==> src/rtl/go_back_n_sender_assert.svh <==
// Assertion macros for the go-back-n sender blocks.
// GBN_ASSERT is checked outside reset; GBN_ASSERT_RST is checked on every edge.
`ifndef GO_BACK_N_SENDER_ASSERT_SVH
`define GO_BACK_N_SENDER_ASSERT_SVH
`ifndef NO_ASSERTIONS
`define GBN_ASSERT(lbl, prop, msg) \
  lbl: assert property (@(posedge clk) disable iff (rst) prop) else $error(msg);
`define GBN_ASSERT_RST(lbl, prop, msg) \
  lbl: assert property (@(posedge clk) prop) else $error(msg);
`else
`define GBN_ASSERT(lbl, prop, msg)
`define GBN_ASSERT_RST(lbl, prop, msg)
`endif
`endif

==> src/rtl/gbn_pkg.sv <==
package gbn_pkg;

  localparam int BUF_DEPTH  = 64;
  localparam int MSG_WORDS  = 5;
  localparam int SEQ_BITS   = 16;
  localparam int SLOT_BITS  = $clog2(BUF_DEPTH);
  localparam int ADDR_BITS  = $clog2(BUF_DEPTH * MSG_WORDS);
  localparam int WIDX_BITS  = 3;
  localparam int SUM_BITS   = 13;
  localparam int WIN_BITS   = 4;
  localparam int WIN_MAX    = 12;
  localparam int TMO_BITS   = 16;
  localparam int CFG_BITS   = 16;

  // input op codes; OP_RSVD is accepted and ignored
  localparam logic [1:0] OP_MSG  = 2'd0;
  localparam logic [1:0] OP_ACK  = 2'd1;
  localparam logic [1:0] OP_TICK = 2'd2;
  localparam logic [1:0] OP_RSVD = 2'd3;

  // result kinds
  localparam logic [2:0] KIND_WORD    = 3'd0;
  localparam logic [2:0] KIND_ACK_OK  = 3'd1;
  localparam logic [2:0] KIND_ACK_BAD = 3'd2;
  localparam logic [2:0] KIND_HELD    = 3'd3;
  localparam logic [2:0] KIND_DROP    = 3'd4;

  // configuration register indexes
  localparam logic CFG_WINDOW  = 1'b0;
  localparam logic CFG_TIMEOUT = 1'b1;

  typedef enum logic [2:0] {
    S_IDLE,
    S_SINGLE,
    S_SUM,
    S_CK,
    S_RD,
    S_EMIT
  } state_t;

  typedef struct packed {
    logic accept;
    logic emit_single;
    logic sum_rd;
    logic ck_load;
    logic word_rd;
    logic emit_word;
  } gbn_cmd_t;

  typedef struct packed {
    logic start_single;
    logic start_packets;
    logic word_last;
    logic pkt_last;
    logic out_free;
  } gbn_stat_t;

endpackage

==> src/rtl/gbn_ctrl.sv <==
`include "go_back_n_sender_assert.svh"
module gbn_ctrl import gbn_pkg::*; (
  input  logic      clk,
  input  logic      rst,
  input  logic      in_valid,
  output logic      in_ready,
  input  gbn_stat_t stat,
  output gbn_cmd_t  cmd
);

  state_t state, state_next;

  always_ff @(posedge clk) begin
    if (rst) begin
      state <= S_IDLE;
    end else begin
      state <= state_next;
    end
  end

  always_comb begin
    cmd        = '0;
    state_next = state;
    in_ready   = (state == S_IDLE);
    unique case (state)
      S_IDLE: begin
        if (in_valid) begin
          cmd.accept = 1'b1;
          if (stat.start_single) begin
            state_next = S_SINGLE;
          end else if (stat.start_packets) begin
            state_next = S_SUM;
          end
        end
      end
      S_SINGLE: begin
        if (stat.out_free) begin
          cmd.emit_single = 1'b1;
          state_next      = S_IDLE;
        end
      end
      S_SUM: begin
        cmd.sum_rd = 1'b1;
        state_next = S_CK;
      end
      S_CK: begin
        cmd.ck_load = 1'b1;
        state_next  = S_RD;
      end
      S_RD: begin
        cmd.word_rd = 1'b1;
        state_next  = S_EMIT;
      end
      S_EMIT: begin
        if (stat.out_free) begin
          cmd.emit_word = 1'b1;
          if (!stat.word_last) begin
            state_next = S_RD;
          end else if (stat.pkt_last) begin
            state_next = S_IDLE;
          end else begin
            state_next = S_SUM;
          end
        end
      end
      default: state_next = S_IDLE;
    endcase
  end

  `GBN_ASSERT(a_one_load, !(cmd.emit_word && cmd.emit_single), "two output loads")
  `GBN_ASSERT(a_load_free, (cmd.emit_word || cmd.emit_single) |-> stat.out_free, "overwrite")
  `GBN_ASSERT(a_start_excl, cmd.accept |-> !(stat.start_single && stat.start_packets), "both")
  `GBN_ASSERT(a_sum_ck, (state == S_SUM) |=> (state == S_CK), "sum read not followed")
  `GBN_ASSERT_RST(a_rst_idle, rst |=> (state == S_IDLE), "not idle after reset")

endmodule

==> config.mk <==
export PLATFORM = sky130hd
export DESIGN_NAME = gbn_ctrl
export DESIGN_NICKNAME = d
export VERILOG_FILES = /design/src/rtl/gbn_pkg.sv /design/src/rtl/gbn_ctrl.sv
export VERILOG_INCLUDE_DIRS = /design/src /design/src/rtl
export SDC_FILE = /design/constraint.sdc
export NUM_CORES = 1
export LEC_CHECK = 0
export BUFFER_PORTS_ARGS = -buffer_cell sky130_fd_sc_hd__buf_4
export CAP_MARGIN = 20
export CORE_AREA = 4 4 41 43
export CTS_CLUSTER_SIZE = 30
export DETAILED_ROUTE_END_ITERATION = 12
export DIE_AREA = 0 0 45 47
export PLACE_DENSITY_LB_ADDON = 0.08
export SYNTH_ARGS = -nofsm -noshare
export SYNTH_HDL_FRONTEND = slang
export SYNTH_SLANG_ARGS = --single-unit
==> constraint.sdc <==
create_clock -name clk -period 1.28 [get_ports clk]
set_input_delay 0.064 -clock clk [delete_from_list [all_inputs] [get_ports clk]]
set_output_delay 0.064 -clock clk [all_outputs]
set_load 0.01 [all_outputs]
==> results.ini, run 1 <==
[status]
status=complete, no violations

[floorplanning]
io_pins=15
placementRows=13
fp.dieH_um=47
die-width_um=45
initial_core_util_pct=17.7
core_area_sq_um=1300
die_area_sq_um=2120

[yosys]
seq_area_frac_synth_pct=26.1
synth_top_area_share_pct=26.1
synth_cell_type_count=22
synth_area_leaders=dfxtp_1 (26%), nand2_1 (6.5%), a21oi_1 (4.3%), and3b_2 (4.3%), buf_2 (4.3%)
yosysTopAreaCell=dfxtp_1
synth_nets=38
syn_area_sq_um=230
synth_warnings=0
synthCells=30
syn_area_per_cell_sq_um=7.67
synth_seq_cells=3

[setup_path]
cpMaxStageDelayCell=dfxtp_4
worst_setup_path_end_kind=primary output
crit_chain=and2b_2 -> and3_4 -> buf_4
rr_startpoint=state[1]
required_ns=1.22
timing.rr.end=state[2]
worstPathArrival_ns=1.18
setup.worst_path.start_class=register
reg2regPathDepth=3
worstPathMaxFanout=8
critical_path_buf_inv_count=1
rrSetupSlack_ns=0.13
cpPeakStageDelay_ns=0.38
critPathKind=register to primary output
critPathTopFamily=simple AND/OR/NAND/NOR gates

[cts]
cts_inserted_buffers=3
cts_setup_buffers=0
clk_latency_ns=0.24
cts.sinks=3
root_buffer=clkbuf_4
cts_tree=done
h-tree-depth=1
clk_pin_slew_ns=0.04
clockBufferDepth=2

[place]
port_buffers=14
gp_routability_congestion=0.674
dpl.hpwl_um=546
pre_cts_ws_ns=0.0701

[hold_path]
hold_class=input port to register
holdPathStages=3
worstHoldEndpoint=state[0]
min-delay-start=stat[4]

[routing]
vias=282
route.detailed.drc=0
via_per_inst=4.55
ant_nets=0
dr.pass1.iters=4
wire_per_inst_um=11.6
wirelength_um=721
drt_iter0_drc=9

[global_route]
overflow=0
first_global_vias=260
grt.busiest_layer=met4
grt_pass1_wl_mm=1.08
grt_start_max_net_pins=12
use_met3_pct=3.83
use_met2_pct=10.7
grt.total_usage_pct=8.21
grt_use_met1_pct=7.94
antenna_found_initial=0

[timing]
slew_headroom_pct=85.1
finalSetupTns_ns=0
fin_skew_ns=0.00330
setup_viol=0
drv_slew=0
final.period_utilization_pct=97.0
grt_setup_unrepaired=no
hold_viol=0
min_period_ns=1.24
layout_setup_ws_ns=0.0388
worst_hold_slack_ns=0.0888
worst_pin_slew_ns=0.223
max_freq_mhz=806

[cells_and_area]
layout-drive-gt1-share_pct=51.1
final_core_util_pct=30.6
top_register=state
reg_top3=state (3)
insertedDiodeCount=0
n_fill_cell=151
fin_nets=56
syn_to_final_growth_pct=72.8
seq_area_sq_um=66.3
largest_reg_flops=3
multiInputGateArea_sq_um=168

[pwr]
leakage_uw=0.000173
max-vdd-ir-drop_mv=0.317
p_per_area_nw_per_um2=1010

[run]
cap_violations=0

cells in the final DEF, fill, tap and decap left out, drive strengths merged, types with 2 or more instances in the layout:
master and count:
buf 14, a21oi 2, o21ai 2, dfxtp 3, nor3 2, nand2 4, clkbuf 4
metrics by stage:
step           cell area [sq um]  total power (uW)  instances
2_1_floorplan                230               172         30
3_3_place_gp                 344               225         57
3_5_place_dp                 344               225         57
4_1_cts                      383               404         62
5_1_grt                      398               431         62
6_report                     398               403         62
worst max-delay path by stage:
stage	cells after the start	end	from
after floorplan	4	state[2]	state[0]
after global placement	3	state[2]	state[0]
after detailed placement	3	state[2]	state[0]
after CTS	3	cmd[0]	state[1]
after global routing	3	cmd[0]	state[1]
final	3	cmd[0]	state[1]
synth_stat cells:
master and number:
a211o_1 1, buf_2 2, nand2_1 4, or4b_1 1
nor3_1 1, inv_1 1, nor3b_1 1, a211oi_1 1
nor3_2 1, and2b_2 1, nand4b_1 1, dfxtp_1 3
o2bb2ai_1 1, o31ai_1 1, and3_1 1, and3b_2 1
and2_1 1, nand2b_1 1, a21oi_1 2, a31oi_1 1
o21ai_0 2, nor2_1 1
area by class of cell:
| cell class | count | share of cell area [%] |
|---|---|---|
| Tap cell | 15 | 4.72 |
| Inverter | 1 | 0.943 |
| Sequential cell | 3 | 16.7 |
| Clock buffer | 4 | 6.60 |
| Multi-Input combinational cell | 24 | 42.1 |
| Timing Repair Buffer | 15 | 28.9 |
repair_timing:
| item | CTS | global route |
|---|---|---|
| gates resized for setup | 2 | 4 |
| setup endpoints to repair | 3 | 3 |
| endpoints found under the hold margin | 1 | 0 |
| hold buffers | 1 | 0 |
power breakdown:
group	switching [uW]	internal, uW	leakage [uW]
Clock	52.6	117	0.0000150
Combinational	48.0	64.5	0.000132
Sequential	18.1	103	0.0000261
Total	119	284	0.000173
tightest hold or removal path, stage by stage:
cell     delay [ns]
buf_4          0.12
nand2_1        0.05
a21oi_1        0.05
kinds of logic (layout without fill, tap and decap cells):
kind of cell           Yosys count  count (layout)  share of synthesized area, %
AO/OA/AOI/OAI                    9               9                          25.5
buffers and inverters            3              20                          5.98
AND/OR/NAND/NOR                 15              15                          42.4
flip-flops                       3               3                          26.1
per-layer routing:
| metal | vias to the layer above | part of all wire, % |
|---|---|---|
| met5 | - | 0 |
| met4 | 0 | 5.8 |
| met3 | 4 | 6.7 |
| met2 | 11 | 43 |
| met1 | 118 | 44 |
| li1 | 149 | - |
Power figures use the tool's default switching activity.
==> run 2: changes to the inputs <==
==> constraint.sdc (replaced) <==
create_clock -name clk -period 1.28 [get_ports clk]
set_input_delay 0.256 -clock clk [delete_from_list [all_inputs] [get_ports clk]]
set_output_delay 0.256 -clock clk [all_outputs]
set_load 0.01 [all_outputs]
==> run 2 against run 1 <==
Compared with the run above:
- the flow now finishes with violations (negative setup slack)
- core utilization is 2.6 points higher
- highest routed layer is now met3
- largest cell class unchanged
- sequential share of layout area down 0.14 points
- global-route usage increased by 0.072 points
- power increased by 3.2%
- critical path depth is the same
- clock skew is 0.0024 ns lower
==> results.ini, run 2 (same netlist as run 1, synthesis figures left out) <==
[floorplanning]
placementRows=13  ; unchanged
die-width_um=45  ; unchanged
fp.dieH_um=47  ; unchanged
io_pins=15  ; unchanged
die_area_sq_um=2120  ; unchanged
core_area_sq_um=1300  ; unchanged
initial_core_util_pct=17.7  ; unchanged

[place]
place_inst=59  ; +3.5%
gp_routability_congestion=0.729  ; +8.2%
port_buffers=14  ; unchanged
dpl.hpwl_um=547  ; about the same
pre_cts_ws_ns=0.0202  ; -0.0499 ns

[setup_path]
rr_startpoint=state[1]
cpPeakStageDelay_ns=0.37  ; about the same
worstPathMaxFanout=6  ; -2
worst_setup_path_end_kind=primary output
cpMaxStageDelayCell=dfxtp_4
timing.rr.end=state[2]
crit_chain=and2b_2 -> and3_4 -> buf_6
required_ns=1.02  ; -0.20 ns
worstPathArrival_ns=1.10  ; -0.08 ns
critPathKind=register to primary output
startpoint=state[1]
rrSetupSlack_ns=-0.01  ; -0.14 ns
setup.worst_path.start_class=register
path_depth=3  ; unchanged
reg2regPathDepth=4  ; +1
critPathTopFamily=simple AND/OR/NAND/NOR gates
crit_path_end=cmd[0]
critical_path_buf_inv_count=1  ; unchanged

[timing]
layout_setup_ws_ns=-0.0761  ; -0.115 ns
grt_setup_unrepaired=yes
slew_headroom_pct=86.2  ; +1.1 points
min_period_ns=1.36  ; +0.115 ns
final.period_utilization_pct=106  ; +9.0 points
hold_viol=0  ; unchanged
drv_slew=0  ; unchanged
worst_hold_slack_ns=0.206  ; +0.117 ns
max_freq_mhz=737  ; -8.5%
worst_pin_slew_ns=0.207  ; -0.0161 ns
setup_viol=5  ; +5
fin_skew_ns=0.000925  ; -0.00238 ns

[cells_and_area]
largest_reg_flops=3  ; unchanged
reg_top3=state (3)
stdcell_count=64  ; +3.2%
mostFrequentLayoutCells=buf_4 (16), nand2_1 (4), clkbuf_4 (3), dfxtp_4 (3)
layout-drive-gt1-share_pct=59.2  ; +8.1 points
top_register=state
insertedDiodeCount=0  ; unchanged
syn_to_final_growth_pct=87.5
fin_nets=58  ; +3.6%
final_common_cell=buf_4

[routing]
via_per_inst=4.50  ; -1.1%
drt_iter0_drc=4  ; -5
dr.pass1.iters=4  ; unchanged
route.detailed.drc=0  ; unchanged
vias=288  ; +2.1%
wire_per_inst_um=11.3  ; -3.0%
wirelength_um=722  ; +0.14%
ant_nets=0  ; unchanged

[cts]
cts_tree=done
root_buffer=clkbuf_4
clk_latency_ns=0.23  ; about the same
clk_pin_slew_ns=0.04  ; about the same
cts_inserted_buffers=3  ; unchanged
clockBufferDepth=2  ; unchanged
h-tree-depth=1  ; unchanged
holdBufCountCts=0  ; -1
cts.sinks=3  ; unchanged

[status]
status=finished with violations
violations=negative setup slack

[global_route]
antenna_found_initial=0  ; unchanged
first_global_vias=298  ; +15%
overflow=0  ; unchanged
grt.total_usage_pct=8.28  ; +0.072 points
grt_start_max_net_pins=10  ; -2
grt_pass1_wl_mm=1.20  ; +11%

[hold_path]
hold_class=input port to register

[pwr]
max-vdd-ir-drop_mv=0.240  ; -24%
leakage_uw=0.000193  ; +11%
p_per_area_nw_per_um2=963  ; -4.9%

[run]
cap_violations=0  ; unchanged

## run 2: cell types whose count changed in the layout (fill, tap and decap cells not counted)
cell           previous run  this run
dfxtp_2                   2         0
nand2b_1                  1         0
dlygate4sd3_1             1         0
buf_4                    14        16
nor3_2                    0         1
nor3_1                    1         0
nand2b_4                  0         1
buf_6                     0         1
dfxtp_4                   1         3
## run 2: where the power goes
part           leakage [uW]  total [uW]  internal, uW  switching (uW)
clock network     0.0000150         167           117            49.9
logic              0.000151         129          77.0            51.6
registers         0.0000267         120           101            19.6
total              0.000193         416           295             121
## run 2: metal layers
layer | track usage [%] | share of wire (%) | vias up
li1 | - | - | 152
met1 | 9.73 | 45 | 127
met2 | 11.0 | 51 | 9
met3 | 1.92 | 4.0 | 0
met4 | 10.5 | 0 | 0
met5 | 0 | 0 | -
## run 2: metrics by stage
stage          total power (uW)  util [%]  instance area (sq um)  TNS, ns
3_3_place_gp                235      27.6                    359        0
4_1_cts                     422      32.6                    424   -0.283
2_1_floorplan               172         -                    230        0
5_1_grt                     442      33.2                    432   -0.481
3_5_place_dp                233      27.6                    359        0
6_report                    416      33.2                    432   -0.217
## run 2: timing repair
action | in CTS | in global routing
setup endpoints to repair | 7 | 6
pin swaps | 4 | 4
gates resized for setup | 10 | 1
gates cloned | 0 | 0
buffers inserted | 1 | 0
endpoints found under the hold margin | 0 | 0
## run 2: area by class of cell
type,instances,area [sq um]
well taps,15,18.8
flip-flops and latches,3,71.3
repair buffers,17,131
multi-input cells,24,180
clock buffers,4,26.3
fillers,144,870
inverters,1,3.75
## run 2: worst min-delay path by stage
stage          start  endpoint  slack [ns]  cells after the start
5_1_grt          rst  state[1]        0.21                      2
3_3_place_gp     rst  state[1]        0.46                      2
4_1_cts          rst  state[1]        0.19                      2
6_report         rst  state[1]        0.21                      2
3_5_place_dp     rst  state[1]        0.45                      2
2_1_floorplan    rst  state[1]        0.33                      1
==> run 3: changes to the inputs <==
--- a/config.mk
+++ b/config.mk
@@ -6,7 +6,7 @@
 export SDC_FILE = /design/constraint.sdc
 export NUM_CORES = 1
 export LEC_CHECK = 0
-export BUFFER_PORTS_ARGS = -buffer_cell sky130_fd_sc_hd__buf_4
+export BUFFER_PORTS_ARGS = -buffer_cell sky130_fd_sc_hd__buf_2
 export CAP_MARGIN = 20
 export CORE_AREA = 4 4 41 43
 export CTS_CLUSTER_SIZE = 30
==> run 3 against run 2 <==
Compared with the run above:
- the flow still finishes with violations (negative setup slack)
- final area shrank 4.6%
- clock skew shrank 0.00059 ns
- non-clock buffer count grew 2
- cell count up 3.1%
- die area did not move
- register-to-register slack better by 0.02 ns
- flip-flop and latch count unchanged
- clock power barely moved
- hold slack better by 0.034 ns
- worst setup slack worse by 0.013 ns
- maximum frequency is 0.92% lower
- critical endpoint unchanged
- highest routed layer is now met4
==> results.ini, run 3 (same netlist as run 1, synthesis figures left out) <==
[floorplanning]
io_pins=15  ; unchanged
placementRows=13  ; unchanged
core_area_sq_um=1300  ; unchanged
initial_core_util_pct=17.7  ; unchanged
die-width_um=45  ; unchanged
fp.dieH_um=47  ; unchanged
die_area_sq_um=2120  ; unchanged

[cts]
cts_inserted_buffers=3  ; unchanged
clk_pin_slew_ns=0.04  ; about the same
cts.sinks=3  ; unchanged
cts_tree=done
root_buffer=clkbuf_4
clockBufferDepth=2  ; unchanged
clk_latency_ns=0.23  ; about the same
h-tree-depth=1  ; unchanged

[setup_path]
critical_path_buf_inv_count=1  ; unchanged
rrSetupSlack_ns=0.01  ; +0.02 ns
cpPeakStageDelay_ns=0.37  ; about the same
critPathTopFamily=simple AND/OR/NAND/NOR gates
critPathKind=register to primary output
reg2regPathDepth=4  ; unchanged
cpMaxStageDelayCell=dfxtp_4
worstPathMaxFanout=6  ; unchanged
startpoint=state[1]
worstPathArrival_ns=1.11  ; about the same
rr_startpoint=state[1]
setup.worst_path.start_class=register
worst_setup_path_end_kind=primary output
crit_chain=and2b_2 -> and3_1 -> buf_2
path_depth=3  ; unchanged
required_ns=1.02  ; about the same

[routing]
route.detailed.drc=0  ; unchanged
via_per_inst=4.58  ; +1.7%
drt_iter0_drc=8  ; +4
ant_nets=0  ; unchanged
wirelength_um=784  ; +8.6%
vias=302  ; +4.9%
wire_per_inst_um=11.9  ; +5.3%
dr.pass1.iters=4  ; unchanged

[cells_and_area]
reg_top3=state (3)
mostFrequentLayoutCells=buf_2 (14), buf_4 (5), nand2_1 (4)
syn_to_final_growth_pct=78.8
final_common_cell=buf_2
layout-drive-gt1-share_pct=62.7  ; +3.6 points
fin_nets=60  ; +3.4%
insertedDiodeCount=0  ; unchanged
top_register=state
largest_reg_flops=3  ; unchanged
finalInstanceArea_sq_um=412  ; -4.6%

[run]
cap_violations=0  ; unchanged

[pwr]
p_per_area_nw_per_um2=999  ; +3.7%
max-vdd-ir-drop_mv=0.341  ; +42%
leakage_uw=0.000197  ; +1.9%

[global_route]
first_global_vias=274  ; -8.1%
grt_pass1_wl_mm=1.17  ; -2.3%
antenna_found_initial=0  ; unchanged
grt.total_usage_pct=8.14  ; -0.14 points
overflow=0  ; unchanged
grt_start_max_net_pins=10  ; unchanged

[timing]
final.period_utilization_pct=107  ; +0.99 points
hold_viol=0  ; unchanged
min_period_ns=1.37  ; +0.0126 ns
grt_setup_unrepaired=yes
fin_skew_ns=0.000338  ; -0.000587 ns
slew_headroom_pct=85.1  ; -1.1 points
layout_setup_ws_ns=-0.0887  ; -0.0126 ns
setup_viol=3  ; -2
worst_pin_slew_ns=0.224  ; +0.0171 ns
drv_slew=0  ; unchanged
max_freq_mhz=731  ; -0.92%

[place]
dpl.hpwl_um=536  ; -2.0%
pre_cts_ws_ns=0.0283  ; +0.00805 ns
gp_routability_congestion=0.739  ; +1.4%
dpl_cell_area_sq_um=317  ; -12%
port_buffers=14  ; unchanged

[status]
violations=negative setup slack
status=finished with violations

[hold_path]
hold_class=input port to register
min-delay-start=rst
holdPathStages=2  ; unchanged

## run 3: path summary, 6_finish.rpt
check              to
max reg2reg  state[2]
max            cmd[0]
min          state[1]
min reg2reg  state[1]
## run 3: what timing repair did
item / CTS / global route
endpoints found under the setup margin: 7 / 7
resized for setup: 8 / 3
pin swaps: 2 / 3
setup buffers: 2 / 2
hold buffers: 0 / 0
## run 3: power by group
group,total [uW],internal [uW],switching [uW]
clock,167,117,50.3
combinational,123,68.4,55.0
sequential,121,101,19.9
total,411,286,125
## run 3: metrics by stage
stage | hold slack, ns | power (uW) | instances | util, % | setup TNS [ns]
finish | 0.240 | 411 | 66 | 31.6 | -0.172
global route | 0.242 | 442 | 66 | 31.6 | -0.410
CTS | 0.215 | 395 | 64 | 29.2 | -0.255
detailed placement | 0.476 | 209 | 58 | 24.3 | 0
global placement | 0.476 | 210 | 58 | 24.3 | 0
floorplan | 0.334 | 172 | 30 | - | 0
## run 3: routing by layer
metal  global-route usage, %  up-vias  routed length [um]
met1                    9.55      136                 343
met3                    3.83        2                  34
li1                        -      153                   -
met2                    10.2       11                 387
met4                    8.77        0                  19
met5                       0        -                   0
## run 3: area by class of cell
type | instances | area (sq um)
inverter | 1 | 3.75
tap | 15 | 18.8
multi-input combinational | 24 | 184
clock buffer | 4 | 26.3
fill | 155 | 890
timing repair buffer | 19 | 108
sequential | 3 | 71.3
